--- src/design/etf_pkg.sv ---
// ----------------------------------------------------------------------------
// Escape-time fractal pixel: shared package
// Widths, fixed-point constants, register indexes, sequencer states,
// multiplier request/response structs and the saturation helper.
// ----------------------------------------------------------------------------
package etf_pkg;

	// Image and number format
	localparam int IMG_W     = 1024;
	localparam int IMG_H     = 1024;
	localparam int FRAC_BITS = 44;
	localparam int PIX_W     = 10;
	localparam int ITER_W    = 12;
	localparam int VAL_W     = 48;
	localparam int STEP_W    = 47;
	localparam int PROD_W    = 2 * VAL_W;
	localparam int SQ_W      = PROD_W - FRAC_BITS;
	localparam int MAP_W     = 60;
	localparam int SUM_W     = 56;
	localparam int CFG_IDX_W = 3;

	// Register indexes
	typedef enum logic [CFG_IDX_W-1:0] {
		REG_MODE      = 3'd0,
		REG_MAX_ITER  = 3'd1,
		REG_STEP      = 3'd2,
		REG_CENTER_RE = 3'd3,
		REG_CENTER_IM = 3'd4,
		REG_JULIA_RE  = 3'd5,
		REG_JULIA_IM  = 3'd6,
		REG_BAILOUT   = 3'd7
	} cfg_reg_t;

	// Fractal modes; the unused code behaves as Mandelbrot
	localparam logic [1:0] MODE_MANDEL = 2'd0;
	localparam logic [1:0] MODE_JULIA  = 2'd1;
	localparam logic [1:0] MODE_SHIP   = 2'd2;

	// Reset values
	localparam logic [1:0]        RST_MODE     = MODE_MANDEL;
	localparam logic [ITER_W-1:0] RST_MAX_ITER = 12'd50;
	localparam logic [STEP_W-1:0] RST_STEP     = 47'd117281240296;
	localparam logic [STEP_W-1:0] RST_BAILOUT  = 47'd70368744177664;

	// Sequencer states
	typedef enum logic [3:0] {
		ST_IDLE,
		ST_MAP_RE,
		ST_MAP_IM,
		ST_CHECK,
		ST_SQ_RE,
		ST_SQ_IM,
		ST_CROSS,
		ST_UPDATE,
		ST_FINISH
	} state_t;

	// Shared multiplier interface
	typedef struct packed {
		logic             start;
		logic [VAL_W-1:0] a;
		logic [VAL_W-1:0] b;
	} mul_req_t;

	typedef struct packed {
		logic              busy;
		logic              done;
		logic [PROD_W-1:0] prod;
	} mul_rsp_t;

	localparam logic signed [63:0] VAL_MAX64 = (64'sd1 <<< (VAL_W - 1)) - 64'sd1;
	localparam logic signed [63:0] VAL_MIN64 = -(64'sd1 <<< (VAL_W - 1));

	// Clamp a wide signed value into the plane range
	function automatic logic signed [VAL_W-1:0] sat_val(input logic signed [63:0] v);
		logic signed [VAL_W-1:0] r;
		if (v > VAL_MAX64) begin
			r = VAL_MAX64[VAL_W-1:0];
		end else if (v < VAL_MIN64) begin
			r = VAL_MIN64[VAL_W-1:0];
		end else begin
			r = v[VAL_W-1:0];
		end
		return r;
	endfunction

	// Magnitude of a plane value (the most negative value maps to 2^47)
	function automatic logic [VAL_W-1:0] mag_val(input logic [VAL_W-1:0] v);
		logic [VAL_W-1:0] r;
		r = v[VAL_W-1] ? (~v + 1'b1) : v;
		return r;
	endfunction

endpackage

--- src/design/etf_intf.sv ---
// ----------------------------------------------------------------------------
// Escape-time fractal pixel: channel interfaces
// Pixel input, result output and register write channels, valid/ready.
// ----------------------------------------------------------------------------
interface etf_pix_if;
	import etf_pkg::*;
	logic             valid;
	logic             ready;
	logic [PIX_W-1:0] pixel_x;
	logic [PIX_W-1:0] pixel_y;

	modport source (output valid, pixel_x, pixel_y, input ready);
	modport sink   (input valid, pixel_x, pixel_y, output ready);
endinterface

interface etf_res_if;
	import etf_pkg::*;
	logic              valid;
	logic              ready;
	logic [PIX_W-1:0]  out_x;
	logic [PIX_W-1:0]  out_y;
	logic [ITER_W-1:0] iter_count;
	logic              escaped;

	modport source (output valid, out_x, out_y, iter_count, escaped, input ready);
	modport sink   (input valid, out_x, out_y, iter_count, escaped, output ready);
endinterface

interface etf_cfg_if;
	import etf_pkg::*;
	logic                 valid;
	logic                 ready;
	logic [CFG_IDX_W-1:0] index;
	logic [VAL_W-1:0]     data;

	modport source (output valid, index, data, input ready);
	modport sink   (input valid, index, data, output ready);
endinterface

--- src/design/etf_mul.sv ---
// ----------------------------------------------------------------------------
// Escape-time fractal pixel: shared multiplier
// 48x48 unsigned product built from four 24x24 partial products, one per
// cycle, registered and accumulated. Done pulses once the product is complete.
// ----------------------------------------------------------------------------
module etf_mul (
	input  logic              clk,
	input  logic              arst_n,
	input  etf_pkg::mul_req_t req,
	output etf_pkg::mul_rsp_t rsp
);
	import etf_pkg::*;

	localparam int HALF_W = VAL_W / 2;
	localparam logic [1:0] SH_0  = 2'd0;
	localparam logic [1:0] SH_H  = 2'd1;
	localparam logic [1:0] SH_F  = 2'd2;
	localparam logic [1:0] CNT_LAST = 2'd3;

	logic [VAL_W-1:0]    a_q, b_q;
	logic [1:0]          cnt_q;
	logic                issue_q;
	logic                vld_s1, last_s1;
	logic [1:0]          sh_s1;
	logic [VAL_W-1:0]    pp_s1;
	logic [PROD_W-1:0]   acc_q;
	logic                done_q;
	logic [HALF_W-1:0]   a_part, b_part;
	logic [1:0]          sh_code;
	logic [PROD_W-1:0]   pp_ext;

	// Operand halves for the current partial product
	assign a_part  = cnt_q[1] ? a_q[VAL_W-1:HALF_W] : a_q[HALF_W-1:0];
	assign b_part  = cnt_q[0] ? b_q[VAL_W-1:HALF_W] : b_q[HALF_W-1:0];
	assign sh_code = 2'({1'b0, cnt_q[1]} + {1'b0, cnt_q[0]});

	// Place the registered partial product
	always_comb begin
		case (sh_s1)
			SH_0:    pp_ext = {{(PROD_W-VAL_W){1'b0}}, pp_s1};
			SH_H:    pp_ext = {{HALF_W{1'b0}}, pp_s1, {HALF_W{1'b0}}};
			SH_F:    pp_ext = {pp_s1, {VAL_W{1'b0}}};
			default: pp_ext = {{(PROD_W-VAL_W){1'b0}}, pp_s1};
		endcase
	end

	// Issue control
	always_ff @(posedge clk or negedge arst_n) begin
		if (!arst_n) begin
			issue_q <= 1'b0;
			cnt_q   <= 2'd0;
			vld_s1  <= 1'b0;
			last_s1 <= 1'b0;
			done_q  <= 1'b0;
		end else begin
			if (req.start) begin
				issue_q <= 1'b1;
				cnt_q   <= 2'd0;
			end else if (issue_q) begin
				cnt_q <= cnt_q + 2'd1;
				if (cnt_q == CNT_LAST) begin
					issue_q <= 1'b0;
				end
			end
			vld_s1  <= issue_q;
			last_s1 <= issue_q && (cnt_q == CNT_LAST);
			done_q  <= vld_s1 && last_s1;
		end
	end

	// Operands, partial product and accumulator
	always_ff @(posedge clk) begin
		if (req.start) begin
			a_q   <= req.a;
			b_q   <= req.b;
			acc_q <= '0;
		end else if (vld_s1) begin
			acc_q <= acc_q + pp_ext;
		end
		pp_s1 <= a_part * b_part;
		sh_s1 <= sh_code;
	end

	assign rsp.busy = issue_q || vld_s1;
	assign rsp.done = done_q;
	assign rsp.prod = acc_q;

endmodule

--- src/design/escape_time_fractal_pixel.sv ---
// ----------------------------------------------------------------------------
// Escape-time fractal pixel engine
// An item is mapped to the plane, then iterated until the point escapes or the
// iteration limit is reached. One item at a time; each iteration runs three
// 48x48 products through the single 24x24 multiplier, plus a check and an
// update state; an escaping iteration stops after the two squares.
// Reset: asynchronous, active low; registers return to their default values.
// ----------------------------------------------------------------------------
module escape_time_fractal_pixel (
	input logic        clk,
	input logic        arst_n,
	etf_pix_if.sink    pix_in,
	etf_res_if.source  res_out,
	etf_cfg_if.sink    cfg
);
	import etf_pkg::*;

	localparam logic [PIX_W:0] HALF_X = (PIX_W+1)'(IMG_W / 2);
	localparam logic [PIX_W:0] HALF_Y = (PIX_W+1)'(IMG_H / 2);

	// Configuration registers
	logic [1:0]              mode_q;
	logic [ITER_W-1:0]       max_iter_q;
	logic [STEP_W-1:0]       step_q;
	logic [VAL_W-1:0]        center_re_q, center_im_q;
	logic [VAL_W-1:0]        julia_re_q, julia_im_q;
	logic [STEP_W-1:0]       bailout_q;

	// Sequencer and working registers
	state_t                  state_q, state_d;
	logic                    run_q;
	logic [PIX_W-1:0]        px_q, py_q;
	logic [VAL_W-1:0]        re_q, im_q, c_re_q, c_im_q;
	logic [SQ_W-1:0]         sr_q, si_q, cross_q;
	logic [ITER_W-1:0]       j_q, count_q;
	logic                    esc_q;

	// Result register
	logic                    out_valid_q;
	logic [PIX_W-1:0]        out_x_q, out_y_q;
	logic [ITER_W-1:0]       out_cnt_q;
	logic                    out_esc_q;

	mul_req_t                mul_req;
	mul_rsp_t                mul_rsp;

	logic [PIX_W:0]          ox, oy, o_sel, o_mag;
	logic                    map_neg;
	logic signed [MAP_W-1:0] map_prod, map_off, map_sum;
	logic [VAL_W-1:0]        p_val;
	logic [SQ_W-1:0]         sq;
	logic                    escape;
	logic                    cross_neg;
	logic signed [SUM_W-1:0] upd_re_sum, upd_im_sum, cross2;
	logic [VAL_W-1:0]        upd_re, upd_im;
	logic                    mul_state;
	logic                    load_out;

	etf_mul u_mul (
		.clk    (clk),
		.arst_n (arst_n),
		.req    (mul_req),
		.rsp    (mul_rsp)
	);

	// Register writes
	assign cfg.ready = 1'b1;

	always_ff @(posedge clk or negedge arst_n) begin
		if (!arst_n) begin
			mode_q      <= RST_MODE;
			max_iter_q  <= RST_MAX_ITER;
			step_q      <= RST_STEP;
			center_re_q <= '0;
			center_im_q <= '0;
			julia_re_q  <= '0;
			julia_im_q  <= '0;
			bailout_q   <= RST_BAILOUT;
		end else if (cfg.valid) begin
			case (cfg_reg_t'(cfg.index))
				REG_MODE:      mode_q      <= cfg.data[1:0];
				REG_MAX_ITER:  max_iter_q  <= cfg.data[ITER_W-1:0];
				REG_STEP:      step_q      <= cfg.data[STEP_W-1:0];
				REG_CENTER_RE: center_re_q <= cfg.data;
				REG_CENTER_IM: center_im_q <= cfg.data;
				REG_JULIA_RE:  julia_re_q  <= cfg.data;
				REG_JULIA_IM:  julia_im_q  <= cfg.data;
				REG_BAILOUT:   bailout_q   <= cfg.data[STEP_W-1:0];
				default:       mode_q      <= mode_q;
			endcase
		end
	end

	// Pixel offset from the image centre and its magnitude
	assign ox      = {1'b0, px_q} - HALF_X;
	assign oy      = {1'b0, py_q} - HALF_Y;
	assign o_sel   = (state_q == ST_MAP_IM) ? oy : ox;
	assign o_mag   = o_sel[PIX_W] ? (~o_sel + 1'b1) : o_sel;
	assign map_neg = o_sel[PIX_W];

	// Mapped coordinate: signed product plus centre re, or minus centre im
	assign map_prod = map_neg ? -$signed(mul_rsp.prod[MAP_W-1:0])
	                          : $signed(mul_rsp.prod[MAP_W-1:0]);
	assign map_off  = (state_q == ST_MAP_IM)
		? -$signed({{(MAP_W-VAL_W){center_im_q[VAL_W-1]}}, center_im_q})
		:  $signed({{(MAP_W-VAL_W){center_re_q[VAL_W-1]}}, center_re_q});
	assign map_sum  = map_prod + map_off;
	assign p_val    = sat_val({{(64-MAP_W){map_sum[MAP_W-1]}}, map_sum});

	// Truncated square or cross magnitude, and the escape test
	assign sq     = mul_rsp.prod[PROD_W-1:FRAC_BITS];
	assign escape = ({1'b0, sr_q} + {1'b0, sq}) > {{(SQ_W+1-STEP_W){1'b0}}, bailout_q};

	// New z: burning ship folds both parts positive, so the cross term is too
	assign cross_neg  = (mode_q != MODE_SHIP) && (re_q[VAL_W-1] ^ im_q[VAL_W-1]);
	assign cross2     = cross_neg ? -$signed({{(SUM_W-SQ_W-1){1'b0}}, cross_q, 1'b0})
	                              :  $signed({{(SUM_W-SQ_W-1){1'b0}}, cross_q, 1'b0});
	assign upd_re_sum = $signed({{(SUM_W-SQ_W){1'b0}}, sr_q})
	                  - $signed({{(SUM_W-SQ_W){1'b0}}, si_q})
	                  + $signed({{(SUM_W-VAL_W){c_re_q[VAL_W-1]}}, c_re_q});
	assign upd_im_sum = cross2 + $signed({{(SUM_W-VAL_W){c_im_q[VAL_W-1]}}, c_im_q});
	assign upd_re     = sat_val({{(64-SUM_W){upd_re_sum[SUM_W-1]}}, upd_re_sum});
	assign upd_im     = sat_val({{(64-SUM_W){upd_im_sum[SUM_W-1]}}, upd_im_sum});

	assign load_out = (state_q == ST_FINISH) && (!out_valid_q || res_out.ready);

	// Next state and multiplier operands
	always_comb begin
		state_d     = state_q;
		mul_state   = 1'b0;
		mul_req.a   = '0;
		mul_req.b   = '0;
		case (state_q)
			ST_IDLE: begin
				if (pix_in.valid) begin
					state_d = ST_MAP_RE;
				end
			end
			ST_MAP_RE, ST_MAP_IM: begin
				mul_state = 1'b1;
				mul_req.a = {{(VAL_W-PIX_W-1){1'b0}}, o_mag};
				mul_req.b = {{(VAL_W-STEP_W){1'b0}}, step_q};
				if (mul_rsp.done) begin
					state_d = (state_q == ST_MAP_RE) ? ST_MAP_IM : ST_CHECK;
				end
			end
			ST_CHECK: begin
				state_d = (j_q == max_iter_q) ? ST_FINISH : ST_SQ_RE;
			end
			ST_SQ_RE: begin
				mul_state = 1'b1;
				mul_req.a = mag_val(re_q);
				mul_req.b = mag_val(re_q);
				if (mul_rsp.done) begin
					state_d = ST_SQ_IM;
				end
			end
			ST_SQ_IM: begin
				mul_state = 1'b1;
				mul_req.a = mag_val(im_q);
				mul_req.b = mag_val(im_q);
				if (mul_rsp.done) begin
					state_d = escape ? ST_FINISH : ST_CROSS;
				end
			end
			ST_CROSS: begin
				mul_state = 1'b1;
				mul_req.a = mag_val(re_q);
				mul_req.b = mag_val(im_q);
				if (mul_rsp.done) begin
					state_d = ST_UPDATE;
				end
			end
			ST_UPDATE: begin
				state_d = ST_CHECK;
			end
			ST_FINISH: begin
				if (load_out) begin
					state_d = ST_IDLE;
				end
			end
			default: state_d = ST_IDLE;
		endcase
		mul_req.start = mul_state && !run_q;
	end

	assign pix_in.ready = (state_q == ST_IDLE);

	// Sequencer control
	always_ff @(posedge clk or negedge arst_n) begin
		if (!arst_n) begin
			state_q <= ST_IDLE;
			run_q   <= 1'b0;
		end else begin
			state_q <= state_d;
			if (mul_req.start) begin
				run_q <= 1'b1;
			end else if (mul_rsp.done) begin
				run_q <= 1'b0;
			end
		end
	end

	// Working values
	always_ff @(posedge clk) begin
		case (state_q)
			ST_IDLE: begin
				px_q <= pix_in.pixel_x;
				py_q <= pix_in.pixel_y;
				j_q  <= '0;
			end
			ST_MAP_RE: begin
				if (mode_q == MODE_JULIA) begin
					re_q   <= p_val;
					c_re_q <= julia_re_q;
				end else begin
					re_q   <= '0;
					c_re_q <= p_val;
				end
			end
			ST_MAP_IM: begin
				if (mode_q == MODE_JULIA) begin
					im_q   <= p_val;
					c_im_q <= julia_im_q;
				end else begin
					im_q   <= '0;
					c_im_q <= p_val;
				end
			end
			ST_CHECK: begin
				count_q <= j_q;
				esc_q   <= 1'b0;
			end
			ST_SQ_RE: begin
				sr_q <= sq;
			end
			ST_SQ_IM: begin
				si_q    <= sq;
				count_q <= j_q;
				esc_q   <= 1'b1;
			end
			ST_CROSS: begin
				cross_q <= sq;
			end
			ST_UPDATE: begin
				re_q <= upd_re;
				im_q <= upd_im;
				j_q  <= j_q + 1'b1;
			end
			default: begin
				j_q <= j_q;
			end
		endcase
	end

	// Result register, free to hold while the next item is taken
	always_ff @(posedge clk or negedge arst_n) begin
		if (!arst_n) begin
			out_valid_q <= 1'b0;
		end else if (load_out) begin
			out_valid_q <= 1'b1;
		end else if (res_out.ready) begin
			out_valid_q <= 1'b0;
		end
	end

	always_ff @(posedge clk) begin
		if (load_out) begin
			out_x_q   <= px_q;
			out_y_q   <= py_q;
			out_cnt_q <= count_q;
			out_esc_q <= esc_q;
		end
	end

	assign res_out.valid      = out_valid_q;
	assign res_out.out_x      = out_x_q;
	assign res_out.out_y      = out_y_q;
	assign res_out.iter_count = out_cnt_q;
	assign res_out.escaped    = out_esc_q;

	// Checks
	a_start_idle: assert property (@(posedge clk) disable iff (!arst_n)
		mul_req.start |-> !mul_rsp.busy && !mul_rsp.done)
		else $error("multiplier started while still working");

	a_done_owned: assert property (@(posedge clk) disable iff (!arst_n)
		mul_rsp.done |-> run_q)
		else $error("multiplier result with no request outstanding");

	a_out_from_finish: assert property (@(posedge clk) disable iff (!arst_n)
		$rose(res_out.valid) |-> $past(state_q == ST_FINISH))
		else $error("result shown without a finished item");

	a_accept_maps: assert property (@(posedge clk) disable iff (!arst_n)
		pix_in.valid && pix_in.ready |=> state_q == ST_MAP_RE)
		else $error("accepted item did not start mapping");

endmodule

--- src/flat_wrapper.sv ---
// flat-port wrapper written by rule: the top's interface ports become plain ports
module escape_time_fractal_pixel_flat import etf_pkg::*;
  (clk, arst_n, pix_in_valid, pix_in_pixel_x, pix_in_pixel_y, pix_in_ready, res_out_valid, res_out_out_x, res_out_out_y, res_out_iter_count, res_out_escaped, res_out_ready, cfg_valid, cfg_index, cfg_data, cfg_ready);
  etf_pix_if pix_in_i ();
  etf_res_if res_out_i ();
  etf_cfg_if cfg_i ();
  input logic clk;
  input logic arst_n;
  input wire logic [$bits(pix_in_i.valid)-1:0] pix_in_valid;
  input wire logic [$bits(pix_in_i.pixel_x)-1:0] pix_in_pixel_x;
  input wire logic [$bits(pix_in_i.pixel_y)-1:0] pix_in_pixel_y;
  output wire logic [$bits(pix_in_i.ready)-1:0] pix_in_ready;
  output wire logic [$bits(res_out_i.valid)-1:0] res_out_valid;
  output wire logic [$bits(res_out_i.out_x)-1:0] res_out_out_x;
  output wire logic [$bits(res_out_i.out_y)-1:0] res_out_out_y;
  output wire logic [$bits(res_out_i.iter_count)-1:0] res_out_iter_count;
  output wire logic [$bits(res_out_i.escaped)-1:0] res_out_escaped;
  input wire logic [$bits(res_out_i.ready)-1:0] res_out_ready;
  input wire logic [$bits(cfg_i.valid)-1:0] cfg_valid;
  input wire logic [$bits(cfg_i.index)-1:0] cfg_index;
  input wire logic [$bits(cfg_i.data)-1:0] cfg_data;
  output wire logic [$bits(cfg_i.ready)-1:0] cfg_ready;
  assign pix_in_i.valid = pix_in_valid;
  assign pix_in_i.pixel_x = pix_in_pixel_x;
  assign pix_in_i.pixel_y = pix_in_pixel_y;
  assign pix_in_ready = pix_in_i.ready;
  assign res_out_valid = res_out_i.valid;
  assign res_out_out_x = res_out_i.out_x;
  assign res_out_out_y = res_out_i.out_y;
  assign res_out_iter_count = res_out_i.iter_count;
  assign res_out_escaped = res_out_i.escaped;
  assign res_out_i.ready = res_out_ready;
  assign cfg_i.valid = cfg_valid;
  assign cfg_i.index = cfg_index;
  assign cfg_i.data = cfg_data;
  assign cfg_ready = cfg_i.ready;
  escape_time_fractal_pixel u_core (.clk(clk), .arst_n(arst_n), .pix_in(pix_in_i), .res_out(res_out_i), .cfg(cfg_i));
endmodule
--- config.mk ---
export PLATFORM = sky130hd
export DESIGN_NAME = escape_time_fractal_pixel_flat
export DESIGN_NICKNAME = d
export VERILOG_FILES = /design/src/design/etf_pkg.sv /design/src/design/etf_intf.sv /design/src/design/etf_mul.sv /design/src/design/escape_time_fractal_pixel.sv /design/src/flat_wrapper.sv
export SDC_FILE = /design/constraint.sdc
export NUM_CORES = 2
export LEC_CHECK = 0
export BUFFER_PORTS_ARGS = -buffer_cell sky130_fd_sc_hd__buf_2
export CAP_MARGIN = 5
export CELL_PAD_IN_SITES_DETAIL_PLACEMENT = 1
export CELL_PAD_IN_SITES_GLOBAL_PLACEMENT = 1
export CORE_ASPECT_RATIO = 0.5
export CORE_MARGIN = 4
export CORE_UTILIZATION = 55
export CTS_CLUSTER_DIAMETER = 100
export DETAILED_ROUTE_END_ITERATION = 8
export PLACE_DENSITY_LB_ADDON = 0.12
export SYNTH_ARGS = -nofsm -noshare
export SYNTH_HDL_FRONTEND = slang
export SYNTH_SLANG_ARGS = --single-unit
--- constraint.sdc ---
create_clock -name clk -period 17.28 [get_ports clk]
set_input_delay 1.728 -clock clk [delete_from_list [all_inputs] [get_ports clk]]
set_output_delay 1.728 -clock clk [all_outputs]
set_load 0.02 [all_outputs]
[After elaboration in Yosys (flattened, before gate mapping)]
Index checks and enable logic that the tools add are counted.
Storage, ports and cells
  flip-flop bits (word level): 980
  bits in latches: 0
  memory bits (writable): 0
  memory bits (read-only): 0
  input port bits: 76
  output and inout port bits: 36
  word-level logic and storage cells: 166
  memories: 0
Cells by class
  add/subtract/negate cells: 17
  $mul: 1
  div/mod/pow operators: 0
  $lt $le $gt $ge: 7
  eq/ne operators: 27
  shifts and indexed selects: 0
  multiplexer cells: 44
  bitwise gates (word level): 4
  reduce and logical (&&, ||, !) cells: 29
Operators with widths (count)
  $mux 48: 11
  $pmux 96 s4: 1
  $pmux 48 s2: 2
  $pmux 96 s2: 1
  $mux 60: 2
  $gt 56x48->1 const B: 2
  $lt 56x48->1 const B: 2
  $add 48x1->48 const B: 2
  $add 96x96->96: 1
  $not 48->48: 2
  $add 60x60->60: 1
  $gt 60x48->1 const B: 1
  $lt 60x48->1 const B: 1
  $neg 48->60: 1
  $neg 60->60: 1
  $add 56x48->56: 1
  $mux 56: 1
  $neg 53->56: 1
  $add 53x48->54: 1
  $add 52x52->53: 1
  $gt 53x47->1: 1
  $sub 52x52->53: 1
  $mul 24x24->48: 1
  $mux 24: 2
  36 further kinds: 88

[Longest topological paths before layout]
  word-level depth: 9
  mapped depth: 31
  depth with buffers taken out: 28

[By module]
Synthesis repeated with hierarchy kept, for this count alone.
Unflattened totals
  cells, all modules: 9004
  area total of the unflattened synthesis: 84272.1 um2
By module, submodules not included
  escape_time_fractal_pixel: times used 1, cells an instance 5172, area an instance 50911.3 um2, sequential area each 20477.1 um2
  etf_mul: times used 1, cells an instance 3832, area an instance 33360.7 um2, sequential area each 5955.7 um2

[Least setup slack after synthesis]
Ideal clock, no wire load.
  kind: register to register
  start: register u_core.u_mul.cnt_q[0]
  end: register u_core.u_mul.pp_s1[41]
  setup time: 72 ps
  data arrival time: 7975 ps
  required time: 17208 ps
  setup slack: 9233 ps
  cell stages (with the launch flop): 28
  path buffers: 3
  clock period less this slack: 8047 ps
  path through: dfrtp_1 > clkbuf_1 > clkbuf_1 > buf_1 > mux2i_1 > nor2_1 > fa_1 > inv_1 > fa_1 > inv_1 > fa_1 > fa_1 > fa_1 > fa_1 > inv_1 > fa_1 > inv_1 > ha_1 > a21o_1 > a21oi_1 > nor2b_1 > or4_1 > a211oi_1 > nor2_1 > a211oi_1 > nor2_1 > a311oi_1 > xnor2_1
Between the ends
  word-level cells in the longest chain between the ends: 2
RTL lines
  start: declaration: RTL line etf_mul.sv:21  | logic [1:0] cnt_q;
  start signal: assignment: RTL line etf_mul.sv:60  | cnt_q <= cnt_q + 2'd1;
  $mux 24: RTL line etf_mul.sv:34  | assign b_part = cnt_q[0] ? b_q[VAL_W-1:HALF_W] : b_q[HALF_W-1:0];
  $mul 24x24->48: RTL line etf_mul.sv:80  | pp_s1 <= a_part * b_part;
  end signal: assignment: RTL line etf_mul.sv:80
  end: declaration: RTL line etf_mul.sv:25  | logic [VAL_W-1:0] pp_s1;
Every way passes these cells.
A chain may end at the register's enable or synchronous reset.

[Worst setup path after layout]
  start: register u_core.u_mul.cnt_q[1]
  end: register u_core.u_mul.pp_s1[41]
Between the ends
  word-level cells in the longest chain between the ends: 2
RTL lines
  $mux 24: RTL line etf_mul.sv:33  | assign a_part = cnt_q[1] ? a_q[VAL_W-1:HALF_W] : a_q[HALF_W-1:0];
  $mul 24x24->48: RTL line etf_mul.sv:80
Every way passes these cells.

==> impl_metrics.env <==
export IMPL_outcome="completed"
export IMPL_setup_viol=0
export IMPL_routed_wl_um=345000
export IMPL_num_rows=100
export IMPL_multi_input_area_mm2=0.0532
export IMPL_worst_pin_slew_ns=1.49
export IMPL_yosys_top_cells_count="nand2_1, inv_1, nor2_1"
export IMPL_ys_warn_count=0
export IMPL_yosys_top_cells_area="edfxtp_1, fa_1, ha_1"
export IMPL_initial_core_util_pct=55.8
export IMPL_syn_area_per_cell_um2=9.47
export IMPL_rrSetupSlack_ns=7.41
export IMPL_yosysMostFrequentCell="nand2_1"
export IMPL_boundaryPins=112
export IMPL_syn_nets=10000
export IMPL_grt_overflow_total=0
export IMPL_die_y_um=284
export IMPL_grt_antenna_before_repair=76
export IMPL_cts_buffers=95
export IMPL_wl_per_cell_um=31.5
export IMPL_cpMostUsedCell="fa_1"
export IMPL_clock_path_buffers=3
export IMPL_dieArea_mm2=0.159
export IMPL_synth_area_leader_cell="edfxtp_1"
export IMPL_clk_pin_slew_ns=0.07
export IMPL_max_slew_margin_pct=0.576
export IMPL_cp_end_kind="register"
export IMPL_critPathMaxFanout=28
export IMPL_max_freq_ghz=0.101
export IMPL_die_w_um=560
export IMPL_max_stage_delay_ns=0.93
export IMPL_dr_first_iter_drc_count=8777
export IMPL_crit_required_ns=17.92
export IMPL_port_buffers=110
export IMPL_post_cts_resized=0
export IMPL_hold_buffers=0
export IMPL_core_area_mm2=0.150
export IMPL_cts_tree="done"
export IMPL_min_path_type="register to register"
export IMPL_cp_num_buf_inv=5
export IMPL_maxCapViolCount=0
export IMPL_synthDistinctLibCells=106
export IMPL_setup_tns_final_ns=0
export IMPL_clockRootBuffer="clkbuf_16"
export IMPL_crit_family="adder cells"
export IMPL_synth_top_area_share_pct=18.7
export IMPL_fillCellCount=16800
export IMPL_cp_slowest_cell="mux2i_1"
export IMPL_critical_path_class="register to register"
export IMPL_cp_start_kind="register"
export IMPL_nets=9954
export IMPL_grtUsageTotal_pct=42.4
export IMPL_finalHoldViolations=0
export IMPL_synthArstFlopShare_pct=31.8
export IMPL_critical_path_arrival_ns=10.51
export IMPL_cts_setup_buffers=0
export IMPL_synth_flop_cell="edfxtp_1"
export IMPL_synth_seq_cells=980
export IMPL_gp_congestion=1.02
export IMPL_period_needed_ns=9.87
export IMPL_grt_max_degree=111
export IMPL_via_per_inst=6.65
export IMPL_drc=0
export IMPL_synth_cells=8850
export IMPL_synth_edff_count=522
export IMPL_seq_area_mm2=0.0264
export IMPL_hpwl_um=273000
export IMPL_period_share_pct=57.1
export IMPL_grt_pass1_vias=74100
export IMPL_skew_ns=0.0512
export IMPL_yosysSeqAreaShare_pct=31.5
export IMPL_clock_sinks=980
export IMPL_clock_latency_ns=0.75
export IMPL_ant_nets=0
export IMPL_vias=72900
export IMPL_rsz0062_at_grt="no"
export IMPL_htreeDepth=3
export IMPL_slew_violations=0
export IMPL_grt_pass1_wl_um=500000
export IMPL_netlist_area_mm2=0.0838
export IMPL_drive_above_1_share_pct=9.45
export IMPL_area_delta_synth_final_pct=7.06
export IMPL_drt_pass1_iterations=6
-- kinds of logic after synthesis --
| family | count (synthesis) | synth area share [%] |
|---|---|---|
| AND/OR/NAND/NOR | 2482 | 13.6 |
| adder cells (fa/ha/maj) | 1086 | 20.6 |
| buffers and inverters | 1112 | 5.14 |
| other | 1 | 0.00448 |
| XOR/XNOR | 633 | 6.64 |
| AO/OA/AOI/OAI | 2078 | 16.3 |
| multiplexers | 478 | 6.23 |
| flip-flops | 980 | 31.5 |
-- through the flow --
step	std cells	utilization (%)	area [µm²]	worst slack, ns	hold WS (ns)
after floorplan	8850	-	83800	9.23	0.400
after global placement	10700	57.5	86300	7.90	0.403
after detailed placement	10700	57.5	86300	7.63	0.412
after CTS	10900	59.6	89500	7.55	0.427
after global routing	10900	59.6	89500	7.05	0.433
final	11000	59.8	89700	7.41	0.425
-- layout by cell type (no fill, tap or decap), types with 146 or more instances in the layout --
cell type	n
a21o_1	273
a21oi_1	607
dfrtp_1	287
dfxtp_1	146
edfxtp_1	522
fa_1	488
ha_1	598
inv_1	730
mux2_2	346
nand2_1	919
nor2_1	716
o21ai_0	385
xnor2_1	346
xor2_1	282
-- area by class of cell --
cell class                      instances  area share, %
Antenna cell                           91          0.254
Inverter                              735           3.08
Sequential cell                       980           29.5
Multi-Input combinational cell       6758           59.3
Clock buffer                          136           2.96
Timing Repair Buffer                  222           1.56
Clock inverter                         43          0.566
Tap cell                             1989           2.77
-- registers in the layout (all words and copies together) (netlist names), 52 cells and up --
| name | flops |
|---|---|
| u_core.si_q | 52 |
| u_core.sr_q | 52 |
| u_core.u_mul.acc_q | 96 |
| u_core.cross_q | 52 |
-- path summary, 6_finish.rpt --
path                       cells after the start                      to             startpoint
setup / recovery                              25  u_core.u_mul.pp_s1[41]  u_core.u_mul.cnt_q[1]
setup reg to reg                              25  u_core.u_mul.pp_s1[41]  u_core.u_mul.cnt_q[1]
hold / removal                                 0  u_core.res_out.escaped           u_core.esc_q
hold reg to reg                                0  u_core.res_out.escaped           u_core.esc_q
min in group asynchronous                      1   u_core.center_re_q[0]                 arst_n
max in group asynchronous                      3   u_core.u_mul.cnt_q[1]                 arst_n
-- worst reg2reg max path: cells and delay by family, from the launching register on --
kind / cells / cell delay, ns
AOI/OAI and AO/OA: 5 / 2.08
xor gates and xnor gates: 1 / 0.16
adders and majority gates: 8 / 4.13
buffers and inverters: 5 / 0.70
and+or+nand+nor: 5 / 1.03
muxes: 1 / 0.94
DFF: 1 / 0.74
-- layer usage --
layer  vias to the layer above  share of wire, %  GRT usage (%)
li1                      31100                 -              -
met1                     36900                40           56.7
met2                      3992                41           60.7
met3                       768                15           19.6
met4                        42               3.7           14.1
met5                         -             0.079              0
Power is not shown: default switching activity piles up to over one toggle a cycle in this logic, so the estimate is an artifact.
